File: config.mk
export PLATFORM = sky130hd
export DESIGN_NAME = lcd_window_and_pixel_formatter_core
export DESIGN_NICKNAME = d
export VERILOG_FILES = /design/src/lwpf_pkg.sv /design/src/lcd_window_and_pixel_formatter_core.sv /design/src/lwpf_xfer_sel.sv
export SDC_FILE = /design/constraint.sdc
export NUM_CORES = 1
export LEC_CHECK = 0
export ABC_AREA = 1
export BUFFER_PORTS_ARGS = -buffer_cell sky130_fd_sc_hd__buf_2
export CAP_MARGIN = 20
export CORE_ASPECT_RATIO = 1.2
export CORE_MARGIN = 1
export CORE_UTILIZATION = 40
export CTS_CLUSTER_SIZE = 16
export DETAILED_ROUTE_END_ITERATION = 12
export PLACE_DENSITY = 0.65
export SETUP_SLACK_MARGIN = 0.02
export SLEW_MARGIN = 15
export SYNTH_ARGS = -nofsm -noshare
export SYNTH_HDL_FRONTEND = slang
export SYNTH_SLANG_ARGS = --single-unit
File: constraint.sdc
create_clock -name clk -period 4.42 [get_ports clk]
set_clock_uncertainty 0.15 [all_clocks]
set_input_delay 1.326 -clock clk [delete_from_list [all_inputs] [get_ports clk]]
set_output_delay 1.326 -clock clk [all_outputs]
set_load 0.005 [all_outputs]
File: src/lwpf_pkg.sv
// ----------------------------------------------------------------------------
// lwpf_pkg
// Types and constants for the LCD window and pixel formatter.
// ----------------------------------------------------------------------------
package lwpf_pkg;

  typedef enum logic [1:0] {
    KIND_BYTE   = 2'd0,
    KIND_WORD   = 2'd1,
    KIND_RGB24  = 2'd2,
    KIND_OFFROW = 2'd3
  } kind_t;

  localparam logic [1:0] ADDR_CONTROLLER_KIND = 2'd0;

  localparam logic REQ_WINDOW = 1'b0;
  localparam logic REQ_PIXEL  = 1'b1;

  localparam logic [7:0] CMD_COLUMN_SET   = 8'h2A;
  localparam logic [7:0] CMD_ROW_SET      = 8'h2B;
  localparam logic [7:0] CMD_MEMORY_WRITE = 8'h2C;

  localparam logic [15:0] ROW_OFFSET = 16'd35;

  localparam logic [3:0] WINDOW_XFERS = 4'd11;
  localparam logic [3:0] RGB24_XFERS  = 4'd3;
  localparam logic [3:0] RGB565_XFERS = 4'd2;

  typedef struct packed {
    logic        is_pixel;
    logic        wide;
    logic        rgb24;
    logic [15:0] x;
    logic [15:0] xe;
    logic [15:0] y;
    logic [15:0] ye;
    logic [15:0] color;
  } req_t;

  typedef struct packed {
    logic [7:0] value;
    logic       is_command;
    logic       as_word;
    logic       last;
  } xfer_t;

endpackage

File: src/lcd_window_and_pixel_formatter_core.sv
// ----------------------------------------------------------------------------
// lcd_window_and_pixel_formatter_core
// Turns window and pixel requests into command/data transfers for an SPI
// display controller.
// ----------------------------------------------------------------------------
//  channel   | handshake         | payload
//  request   | start / busy      | req_type, win_x, win_y, win_w, win_h, pixel_color
//  transfer  | strobe            | out_value, out_is_command, out_as_word, out_last
//  config    | APB psel/penable  | controller_kind at address 0
//
// A window request makes 11 transfers, a pixel request 2 (3 on the 24-bit colour
// panel): one transfer a cycle from the sequencer counter. The first transfer shows
// once the sequencer holds the request and the output register has taken it. busy
// drops while the last transfer of a request is formed, so requests follow with no
// gap. The receiver cannot stall. rst clears the sequencer, the strobe and controller_kind.
// ----------------------------------------------------------------------------
module lcd_window_and_pixel_formatter_core
  import lwpf_pkg::*;
(
  input  logic        clk,
  input  logic        rst,
  input  logic        psel,
  input  logic        penable,
  input  logic        pwrite,
  input  logic [1:0]  paddr,
  input  logic [31:0] pwdata,
  output logic [31:0] prdata,
  output logic        pready,
  input  logic        start,
  output logic        busy,
  input  logic        req_type,
  input  logic [15:0] win_x,
  input  logic [15:0] win_y,
  input  logic [15:0] win_w,
  input  logic [15:0] win_h,
  input  logic [15:0] pixel_color,
  output logic        strobe,
  output logic [7:0]  out_value,
  output logic        out_is_command,
  output logic        out_as_word,
  output logic        out_last
);

  kind_t      controller_kind;
  req_t       req;
  req_t       req_next;
  logic       active;
  logic [3:0] idx;
  xfer_t      xfer;
  xfer_t      result;
  logic       accept;
  logic [15:0] y_adj;

  assign pready = 1'b1;
  assign prdata = (paddr == ADDR_CONTROLLER_KIND) ? {30'd0, controller_kind} : 32'd0;

  always_ff @(posedge clk) begin
    if (rst) begin
      controller_kind <= KIND_BYTE;
    end else if (psel && penable && pwrite) begin
      controller_kind <= kind_t'(pwdata[1:0]);
    end
  end

  assign busy   = active && !xfer.last;
  assign accept = start && !busy;

  always_comb begin
    y_adj             = (controller_kind == KIND_OFFROW) ? win_y + ROW_OFFSET : win_y;
    req_next.is_pixel = (req_type == REQ_PIXEL);
    req_next.wide     = (controller_kind == KIND_WORD);
    req_next.rgb24    = (controller_kind == KIND_RGB24);
    req_next.x        = win_x;
    req_next.xe       = win_x + win_w - 16'd1;
    req_next.y        = y_adj;
    req_next.ye       = y_adj + win_h - 16'd1;
    req_next.color    = pixel_color;
  end

  always_ff @(posedge clk) begin
    if (accept) begin
      req <= req_next;
    end
  end

  always_ff @(posedge clk) begin
    if (rst) begin
      active <= 1'b0;
      idx    <= 4'd0;
    end else if (accept) begin
      active <= 1'b1;
      idx    <= 4'd0;
    end else if (active && xfer.last) begin
      active <= 1'b0;
    end else if (active) begin
      idx <= idx + 4'd1;
    end
  end

  lwpf_xfer_sel u_sel (
    .req  (req),
    .idx  (idx),
    .xfer (xfer)
  );

  always_ff @(posedge clk) begin
    if (rst) begin
      strobe <= 1'b0;
    end else begin
      strobe <= active;
    end
  end

  always_ff @(posedge clk) begin
    result <= xfer;
  end

  assign out_value      = result.value;
  assign out_is_command = result.is_command;
  assign out_as_word    = result.as_word;
  assign out_last       = result.last;

`ifndef NO_ASSERTIONS
  a_busy_emits: assert property (@(posedge clk) disable iff (rst)
    busy |=> strobe)
    else $error("busy without a transfer following");

  a_accept_emits: assert property (@(posedge clk) disable iff (rst)
    (start && !busy) |=> ##1 strobe)
    else $error("accepted request gave no transfer");

  a_cmd_codes: assert property (@(posedge clk) disable iff (rst)
    (strobe && out_is_command) |->
      (out_value == CMD_COLUMN_SET || out_value == CMD_ROW_SET ||
       out_value == CMD_MEMORY_WRITE))
    else $error("command transfer with unknown code");

  a_last_ends: assert property (@(posedge clk) disable iff (rst)
    (strobe && !out_last) |=> strobe)
    else $error("transfer run ended without last");
`endif

endmodule

File: src/lwpf_xfer_sel.sv
// ----------------------------------------------------------------------------
// lwpf_xfer_sel
// Picks the transfer at a given position of a held request.
// ----------------------------------------------------------------------------
module lwpf_xfer_sel
  import lwpf_pkg::*;
(
  input  req_t       req,
  input  logic [3:0] idx,
  output xfer_t      xfer
);

  logic [3:0] count;
  logic [7:0] win_value;
  logic       win_cmd;
  logic [7:0] pix_value;

  always_comb begin
    if (!req.is_pixel) begin
      count = WINDOW_XFERS;
    end else if (req.rgb24) begin
      count = RGB24_XFERS;
    end else begin
      count = RGB565_XFERS;
    end
  end

  always_comb begin
    win_cmd = 1'b0;
    case (idx)
      4'd0: begin
        win_value = CMD_COLUMN_SET;
        win_cmd   = 1'b1;
      end
      4'd1: win_value = req.x[15:8];
      4'd2: win_value = req.x[7:0];
      4'd3: win_value = req.xe[15:8];
      4'd4: win_value = req.xe[7:0];
      4'd5: begin
        win_value = CMD_ROW_SET;
        win_cmd   = 1'b1;
      end
      4'd6: win_value = req.y[15:8];
      4'd7: win_value = req.y[7:0];
      4'd8: win_value = req.ye[15:8];
      4'd9: win_value = req.ye[7:0];
      4'd10: begin
        win_value = CMD_MEMORY_WRITE;
        win_cmd   = 1'b1;
      end
      default: win_value = 8'h00;
    endcase
  end

  always_comb begin
    if (req.rgb24) begin
      case (idx)
        4'd0:    pix_value = {req.color[15:11], 3'b000};
        4'd1:    pix_value = {req.color[10:5], 2'b00};
        default: pix_value = {req.color[4:0], 3'b000};
      endcase
    end else begin
      case (idx)
        4'd0:    pix_value = req.color[15:8];
        default: pix_value = req.color[7:0];
      endcase
    end
  end

  always_comb begin
    xfer.value      = req.is_pixel ? pix_value : win_value;
    xfer.is_command = !req.is_pixel && win_cmd;
    xfer.as_word    = !req.is_pixel && req.wide;
    xfer.last       = (idx == count - 4'd1);
  end

endmodule

# Word-level counts from Yosys, hierarchy flattened

Cells that the tools add are included.
W data, S select, Z words.

Bits in registers: 102
Input bits: 121

Add/subtract/negate cells: 7
Equal/unequal tests: 14
Muxes and demuxes: 12
Bitwise operators: 1
Reductions and logical operators: 16

Operators with widths:

| cell                    | number |
|---|---|
| $pmux W8 S11            | 1 |
| $add A16 B16 Y16        | 2 |
| $sub A16 B1 Y16 const B | 2 |
| $mux W8                 | 3 |
| $add A16 B6 Y16 const B | 1 |
| $eq A4 B3 Y1 const B    | 4 |
| $mux W16                | 1 |
| $pmux W8 S2             | 1 |
| $eq A4 B4 Y1 const B    | 3 |
| $eq A4 B2 Y1 const B    | 2 |
| $logic_and A1 B1 Y1     | 7 |
| $add A4 B1 Y4 const B   | 1 |
| $eq A2 B2 Y1 const B    | 2 |
| $eq A4 B1 Y1 const B    | 1 |
| $eq A4 B4 Y1            | 1 |
| $logic_not A4 Y1        | 1 |
| $mux W1                 | 4 |
| $mux W4                 | 1 |
| $sub A4 B1 Y4 const B   | 1 |
| $logic_not A1 Y1        | 3 |
| $reduce_or A3 Y1        | 1 |
| $eq A2 B1 Y1 const B    | 1 |
| $logic_not A2 Y1        | 1 |
| $mux W2                 | 1 |
| 4 further kinds         | 4 |

# Depth between registers and ports, before layout

Gate-level depths: netlist (run 1).

Word-level depth: 9
Mapped depth: 23
Gate-level depth less buffers: 23

# Hierarchy

From an unflattened synthesis (run 1), not the netlist that was laid out.

Cells, all modules: 888
Area total of the unflattened synthesis: 7,076.8 um^2

By module, submodules not included:

| module                              | instances | cells an instance | area each (um^2) | seq. area each (um^2) |
|---|---|---|---|---|
| lcd_window_and_pixel_formatter_core | 1         | 637               | 6,002.0          | 2,872.8 |
| lwpf_xfer_sel                       | 1         | 251               | 1,074.8          | 0.0 |

# Worst setup path before layout (run 1)

Ideal clock, no wire load.

Kind: in2reg
Start: input port win_y[0]
End: register req[31] (netlist name)
Arrival time: 3.522 ns
Required time: 4.017 ns
Path slack: 0.495 ns
Cell stages on the path: 22
Cell sequence: inv_1 ha_1 inv_1 nand4_1 nand2_1 nand3_1 nor2_1 nand2_1 or2_0 nand2_1 inv_1 ha_1 inv_1 ha_1 inv_1 o21bai_1 a21oi_1 nand2_1 nor2_1 inv_1 nand3_1 nand2_1

RTL lines:

| what               | line                                      | text |
|---|---|---|
| start: declaration | lcd_window_and_pixel_formatter_core.sv:33 | `input logic [15:0] win_y,` |

==> results.py, run 1 <==
metrics = {
    "outcome": {
        "status": "finished clean",
    },
    "hold_path": {
        "min_path_type": "flip-flop to flip-flop",
    },
    "clock_network": {
        "cts_buffers": 9,
        "clk_path_buf_depth": 2,
        "clock-sinks": 102,
        "clk_pin_slew_worst_paths_ns": 0.07,
        "cts-resized-gates": 0,
        "cts-root-buf": "clkbuf_16",
        "cts_tree": "yes",
        "clock_latency_ns": 0.34,
        "postCtsSetupBuffers": 0,
        "h-tree-depth": 3,
    },
    "floorplanning": {
        "rows": 52,
        "die_h_um": 146,
        "initial_utilization_pct": 41.0,
        "io_pins": 167,
        "die_width_um": 122,
        "core_area_um2": 16900,
        "die_area_um2": 17900,
    },
    "logic_synthesis": {
        "synth_cell_type_count": 40,
        "synth_top_family_by_area": "simple AND/OR/NAND/NOR gates",
        "synth_compound_area_share_pct": 8.76,
        "yosys.area_share.simple_pct": 18.9,
        "synth.mux.area_fraction_pct": 0,
        "synthAdderAreaFrac_pct": 11.9,
        "synthXorXnorAreaFrac_pct": 4.54,
        "synth_area_per_cell_um2": 8.27,
        "ys_ff_latch": 102,
        "seq_area_frac_synth_pct": 41.4,
        "yosys_warnings": 0,
        "syn_area_um2": 6940,
        "synthCells": 839,
    },
    "routing": {
        "routed_wl_mm": 15.5,
        "vias_per_cell": 4.75,
        "routedWlPerCell_um": 13.1,
        "drtPass1Iterations": 5,
        "route.detailed.drc": 0,
        "ant_nets": 0,
        "drt-initial-drc-count": 412,
        "vias": 5602,
    },
    "sta": {
        "layout_min_cycle_time_ns": 4.05,
        "tightest_slew_ns": 0.734,
        "slew_headroom_pct": 51.1,
        "finalSetupViolCount": 0,
        "fin_tns_setup_ns": 0,
        "drv_slew": 0,
        "hold_violations": 0,
        "rsz0062_at_grt": "yes",
        "timing.fmax_mhz": 247,
        "post-route-period-util_pct": 91.5,
    },
    "finish": {
        "syn2layout_area_growth_pct": 15.0,
        "diodes": 0,
        "fill_cells": 1691,
        "drive_gt1_share_pct": 16.1,
        "final_nets": 1144,
    },
    "grt": {
        "grt_usage_pct": 18.1,
        "grt_antenna_before_repair": 0,
        "grt_first_pass_wirelength_mm": 25.0,
        "grt_max_degree": 53,
        "grt_pass1_vias": 5330,
        "gr-total-overflow": 0,
    },
    "placement": {
        "place_hpwl_mm": 12.6,
        "io_buffers": 105,
        "place_congestion": 0.846,
    },
    "setup_path": {
        "cp_max_fo": 4,
        "crit_type": "primary input to flip-flop",
        "worst_setup_path_end_kind": "flip-flop",
        "startpoint_type": "primary input",
        "arrival_ns": 4.00,
        "critPathRequiredTime_ns": 4.37,
    },
    "pwr": {
        "p_int_w": 0.00187,
        "finalPower_w": 0.00263,
        "clockPowerShare_pct": 30.9,
        "pwr_density_cell_nw_per_um2": 330,
        "netSwitchingFraction_pct": 28.9,
        "leakage_nw": 3.95,
        "p_comb_share_pct": 22.9,
        "switching_power_w": 0.000761,
        "p_seq_share_pct": 46.2,
        "ir_drop_mv": 0.169,
    },
    "run": {
        "maxCapViolations": 0,
    },
}
## state kept, by name, indices dropped and copies added, names as in the netlist
name             count
out_value            8
out_last             1
req                 83
out_as_word          1
strobe               1
out_is_command       1
controller_kind      2
active               1
idx                  4
## synthesized netlist by cell type, drive strengths merged
master    n  area share (%)
o21a      3            0.32
a31oi     5            0.45
o21ai    40             2.9
a21oi    49             3.6
buf      37             3.9
dfxtp    19             5.5
o211ai    1            0.11
inv     192              10
edfxtp   83              36
xnor2    14             1.8
o32ai     1            0.13
nand4    16             1.4
conb      2            0.11
clkbuf    1           0.054
ha       63              11
o22ai     1           0.090
a21o      2            0.22
nor2     48             3.1
fa        2            0.58
nand2   165             9.5
xor2     22             2.8
a21boi    2            0.22
nand3b    2            0.22
nand3    49             3.6
nor3     12            0.94
or2       1           0.090
o21bai    7            0.76
## final timing paths
check | startpoint | end | slack, ns | cells after the start
worst max-delay path | win_y[1] | req[31]$_DFFE_PP_ | 0.37 | 23
worst min-delay path | req[81]$_DFFE_PP_ | out_as_word$_DFF_P_ | 0.32 | 2
worst max register to register | controller_kind[1]$_SDFFE_PP0P_ | req[30]$_DFFE_PP_ | 1.03 | 14
worst min register to register | req[81]$_DFFE_PP_ | out_as_word$_DFF_P_ | 0.32 | 2
## final cells by class
type | count | area, um2 | share of cell area, %
Timing Repair Buffer | 117 | 628 | 7.87
Sequential cell | 102 | 2870 | 36.0
Multi-Input combinational cell | 536 | 3180 | 39.8
Clock buffer | 10 | 239 | 3.00
Inverter | 192 | 723 | 9.07
Tap cell | 216 | 270 | 3.39
Clock inverter | 6 | 67.6 | 0.847
## layout by cell type, fill, tap and decap left out, types with 5 or more instances in the layout
master | netlist | layout
clkbuf_16 | 0 | 9
conb_1 | 2 | 31
nand4_1 | 16 | 16
nor2_1 | 43 | 43
buf_2 | 4 | 105
nand3_1 | 48 | 48
o21ai_1 | 5 | 5
o21ai_0 | 35 | 35
dfxtp_1 | 19 | 19
xnor2_1 | 14 | 14
inv_2 | 4 | 5
nand2_1 | 157 | 157
ha_1 | 63 | 63
edfxtp_1 | 83 | 83
xor2_1 | 22 | 22
nor3_1 | 11 | 11
inv_1 | 187 | 186
a21oi_1 | 48 | 48
buf_4 | 32 | 11
a31oi_1 | 5 | 5
o21bai_1 | 7 | 7
## stage by stage
stage / setup slack, ns / utilization [%] / hold WS (ns) / instances / instance area, um2
CTS: 0.384 / 47.2 / 0.327 / 1179 / 7980
finish: 0.375 / 47.2 / 0.317 / 1179 / 7980
global route: 0.0162 / 47.2 / 0.342 / 1179 / 7980
global placement: 0.0833 / 45.3 / 0.290 / 1163 / 7670
detailed placement: 0.0259 / 45.3 / 0.310 / 1163 / 7670
floorplan: 0.495 / - / 0.275 / 868 / 7050
## timing repair
action | CTS | global route
hold endpoints to repair | 0 | 0
hold buffers | 0 | 0
setup endpoints to repair | 0 | 1
## logic make-up (layout without fill, tap and decap cells)
| logic type | count (synthesis) | count (layout) |
|---|---|---|
| and+or+nand+nor | 293 | 293 |
| adders and majority gates | 65 | 65 |
| DFF | 102 | 102 |
| xor gates and xnor gates | 36 | 36 |
| AOI/OAI and AO/OA | 111 | 111 |
| buffers and inverters | 230 | 325 |
| other | 2 | 31 |
## power groups by stage
stage                     Combinational, W  Clock (W)  Sequential, W
after global placement            0.000599          0        0.00124
after CTS                         0.000609   0.000829        0.00122
after detailed placement          0.000605          0        0.00124
final                             0.000603   0.000814        0.00122
after floorplan                   0.000427          0        0.00122
after global routing              0.000694   0.000864        0.00122
## critical path: stages
cell and delay [ns]:
buf_2 0.10, inv_1 0.04, ha_1 0.17, inv_1 0.08, nand4_1 0.08, nand2_1 0.12
nand3_1 0.15, nor2_1 0.16, nand2_1 0.09, or2_0 0.20, nand2_1 0.08, inv_1 0.04
ha_1 0.26, inv_1 0.04, ha_1 0.33, inv_1 0.10, o21bai_1 0.08, a21oi_1 0.13
nand2_1 0.06, nor2_1 0.17, inv_1 0.06, nand3_1 0.07, nand2_1 0.05
## layer usage
metal / up-vias / wire, um / GRT usage, %
li1: 2878 / - / -
met1: 2535 / 6900 / 22.7
met2: 166 / 7550 / 31.2
met3: 23 / 681 / 2.11
met4: 0 / 354 / 7.13
met5: - / 0 / 0
Power figures use the tool's default switching activity.
==> run 2: changes to the inputs <==
--- a/config.mk
+++ b/config.mk
@@ -8,12 +8,14 @@
 export ABC_AREA = 1
 export BUFFER_PORTS_ARGS = -buffer_cell sky130_fd_sc_hd__buf_2
 export CAP_MARGIN = 20
+export CELL_PAD_IN_SITES_DETAIL_PLACEMENT = 0
+export CELL_PAD_IN_SITES_GLOBAL_PLACEMENT = 2
 export CORE_ASPECT_RATIO = 1.2
 export CORE_MARGIN = 1
-export CORE_UTILIZATION = 40
+export CORE_UTILIZATION = 30
 export CTS_CLUSTER_SIZE = 16
 export DETAILED_ROUTE_END_ITERATION = 12
-export PLACE_DENSITY = 0.65
+export PLACE_DENSITY = 0.8
 export SETUP_SLACK_MARGIN = 0.02
 export SLEW_MARGIN = 15
 export SYNTH_ARGS = -nofsm -noshare
==> results.py, run 2 (synthesis gave the netlist of run 1 again) <==
metrics = {
    "outcome": {
        "status": "finished clean",
    },
    "floorplanning": {
        "die_h_um": 169,
        "die_area_um2": 23700,
        "initial_utilization_pct": 30.8,
        "io_pins": 167,
        "die_width_um": 141,
        "rows": 60,
        "core_area_um2": 22500,
    },
    "clock_network": {
        "h-tree-depth": 3,
        "cts_hold_buffers": 0,
        "postCtsSetupBuffers": 0,
        "clk_pin_slew_worst_paths_ns": 0.07,
        "cts_tree": "yes",
        "clk_path_buf_depth": 2,
        "clock_latency_ns": 0.35,
        "clock-sinks": 102,
        "cts-root-buf": "clkbuf_16",
        "cts_buffers": 9,
    },
    "pwr": {
        "finalPower_w": 0.00262,
        "pwr_density_cell_nw_per_um2": 323,
        "ir_drop_mv": 0.189,
        "leakage_nw": 3.98,
    },
    "setup_path": {
        "r2r_setup_slack_ns": 1.07,
        "critPathMaxStageDelay_ns": 0.33,
        "reg2reg_from": "controller_kind[1]$_SDFFE_PP0P_",
        "arrival_ns": 3.97,
        "cp_max_fo": 4,
        "crit_type": "primary input to flip-flop",
        "crit_chain": "buf_2, inv_1, ha_1, inv_1, nand4_1, nand2_1, nand3_1, nor2_1, nand2_1, or2_0, nand2_1, inv_1, ha_1, inv_1, ha_1, inv_1, o21bai_1, a21oi_1, nand2_1, nor2_1, inv_1, nand3_1, nand2_1",
        "startpoint_type": "primary input",
        "crit_start": "win_y[0]",
        "crit_top_cell": "inv_1",
        "slowest_stage": "ha_1",
        "worst_setup_path_end_kind": "flip-flop",
        "critPathRequiredTime_ns": 4.38,
    },
    "routing": {
        "vias": 5526,
        "routed_wl_mm": 16.9,
        "drt-initial-drc-count": 232,
        "routedWlPerCell_um": 13.5,
        "ant_nets": 0,
        "drtPass1Iterations": 6,
        "route.detailed.drc": 0,
        "vias_per_cell": 4.42,
    },
    "placement": {
        "io_buffers": 105,
        "place_hpwl_mm": 13.9,
        "dpl_cell_area_um2": 7810,
        "place_congestion": 0.807,
    },
    "sta": {
        "timing.fmax_mhz": 250,
        "layout_min_cycle_time_ns": 4.01,
        "post-route-period-util_pct": 90.7,
        "finalSetupViolCount": 0,
        "hold_violations": 0,
        "drv_slew": 0,
        "fin_tns_setup_ns": 0,
        "rsz0062_at_grt": "no",
        "whs_ns": 0.310,
        "tightest_slew_ns": 0.715,
        "slew_headroom_pct": 52.3,
    },
    "finish": {
        "design_area_um2": 8110,
        "largest_register_ffs": 83,
        "final_common_cell": "inv_1",
        "multi_input_area_um2": 3180,
        "syn2layout_area_growth_pct": 16.9,
        "final_nets": 1152,
        "layout_common_cells": "186 x inv_1, 157 x nand2_1, 105 x buf_2",
        "regMostFlops": "req",
        "diodes": 0,
        "fill_cells": 2402,
        "drive_gt1_share_pct": 16.9,
        "final-seq-area_um2": 2870,
        "fin_util_pct": 36.0,
    },
    "grt": {
        "grt_first_pass_wirelength_mm": 27.2,
        "grt_max_degree": 84,
        "gr-total-overflow": 0,
        "grt_antenna_before_repair": 0,
        "grt_usage_pct": 14.9,
        "grt_pass1_vias": 5413,
    },
    "hold_path": {
        "min_path_type": "flip-flop to flip-flop",
        "hp-start": "req[81]$_DFFE_PP_",
    },
    "run": {
        "maxCapViolations": 0,
    },
}
-- run 2: what timing repair did --
action | 4_1_cts | 5_1_grt
resized for setup | 0 | 1
endpoints found under the setup margin | 0 | 1
hold endpoints to repair | 0 | 0
-- run 2: stage by stage --
step | cells | worst slack (ns)
detailed placement | 1234 | 0.0106
finish | 1250 | 0.413
CTS | 1250 | 0.370
global placement | 1234 | 0.0112
global route | 1250 | 0.0223
floorplan | 868 | 0.495
-- run 2: final timing paths --
kind / cells past startpoint / to
setup / recovery: 23 / req[31]$_DFFE_PP_
hold / removal: 2 / out_as_word$_DFF_P_
setup reg to reg: 16 / req[31]$_DFFE_PP_
hold reg to reg: 2 / out_as_word$_DFF_P_
-- run 2: power by group --
| part | leakage (nW) | internal, W | switching (W) | total, W |
|---|---|---|---|---|
| Combinational | 2.88 | 0.000240 | 0.000370 | 0.000610 |
| Sequential | 0.957 | 0.00118 | 0.0000403 | 0.00122 |
| Clock | 0.142 | 0.000440 | 0.000355 | 0.000795 |
-- run 2: area by class of cell --
type | instances | area share, %
clock buffers | 9 | 2.78
clock inverters | 7 | 0.895
well taps | 279 | 4.30
multi-input cells | 536 | 39.2
repair buffers | 125 | 8.48
inverters | 192 | 8.91
flip-flops and latches | 102 | 35.4
-- run 2: critical path: cells and delay by family --
family,cells,cell delay [ns]
compound gates,2,0.24
fa+ha+maj,3,0.78
simple gates,11,1.19
buf+inv,7,0.43
-- run 2: metal layers --
layer	vias up	GRT usage [%]	part of all wire, %
met5	-	0	0
met4	0	4.44	1.6
met3	15	2.26	3.8
met2	134	26.0	48
met1	2489	18.9	47
li1	2888	-	-
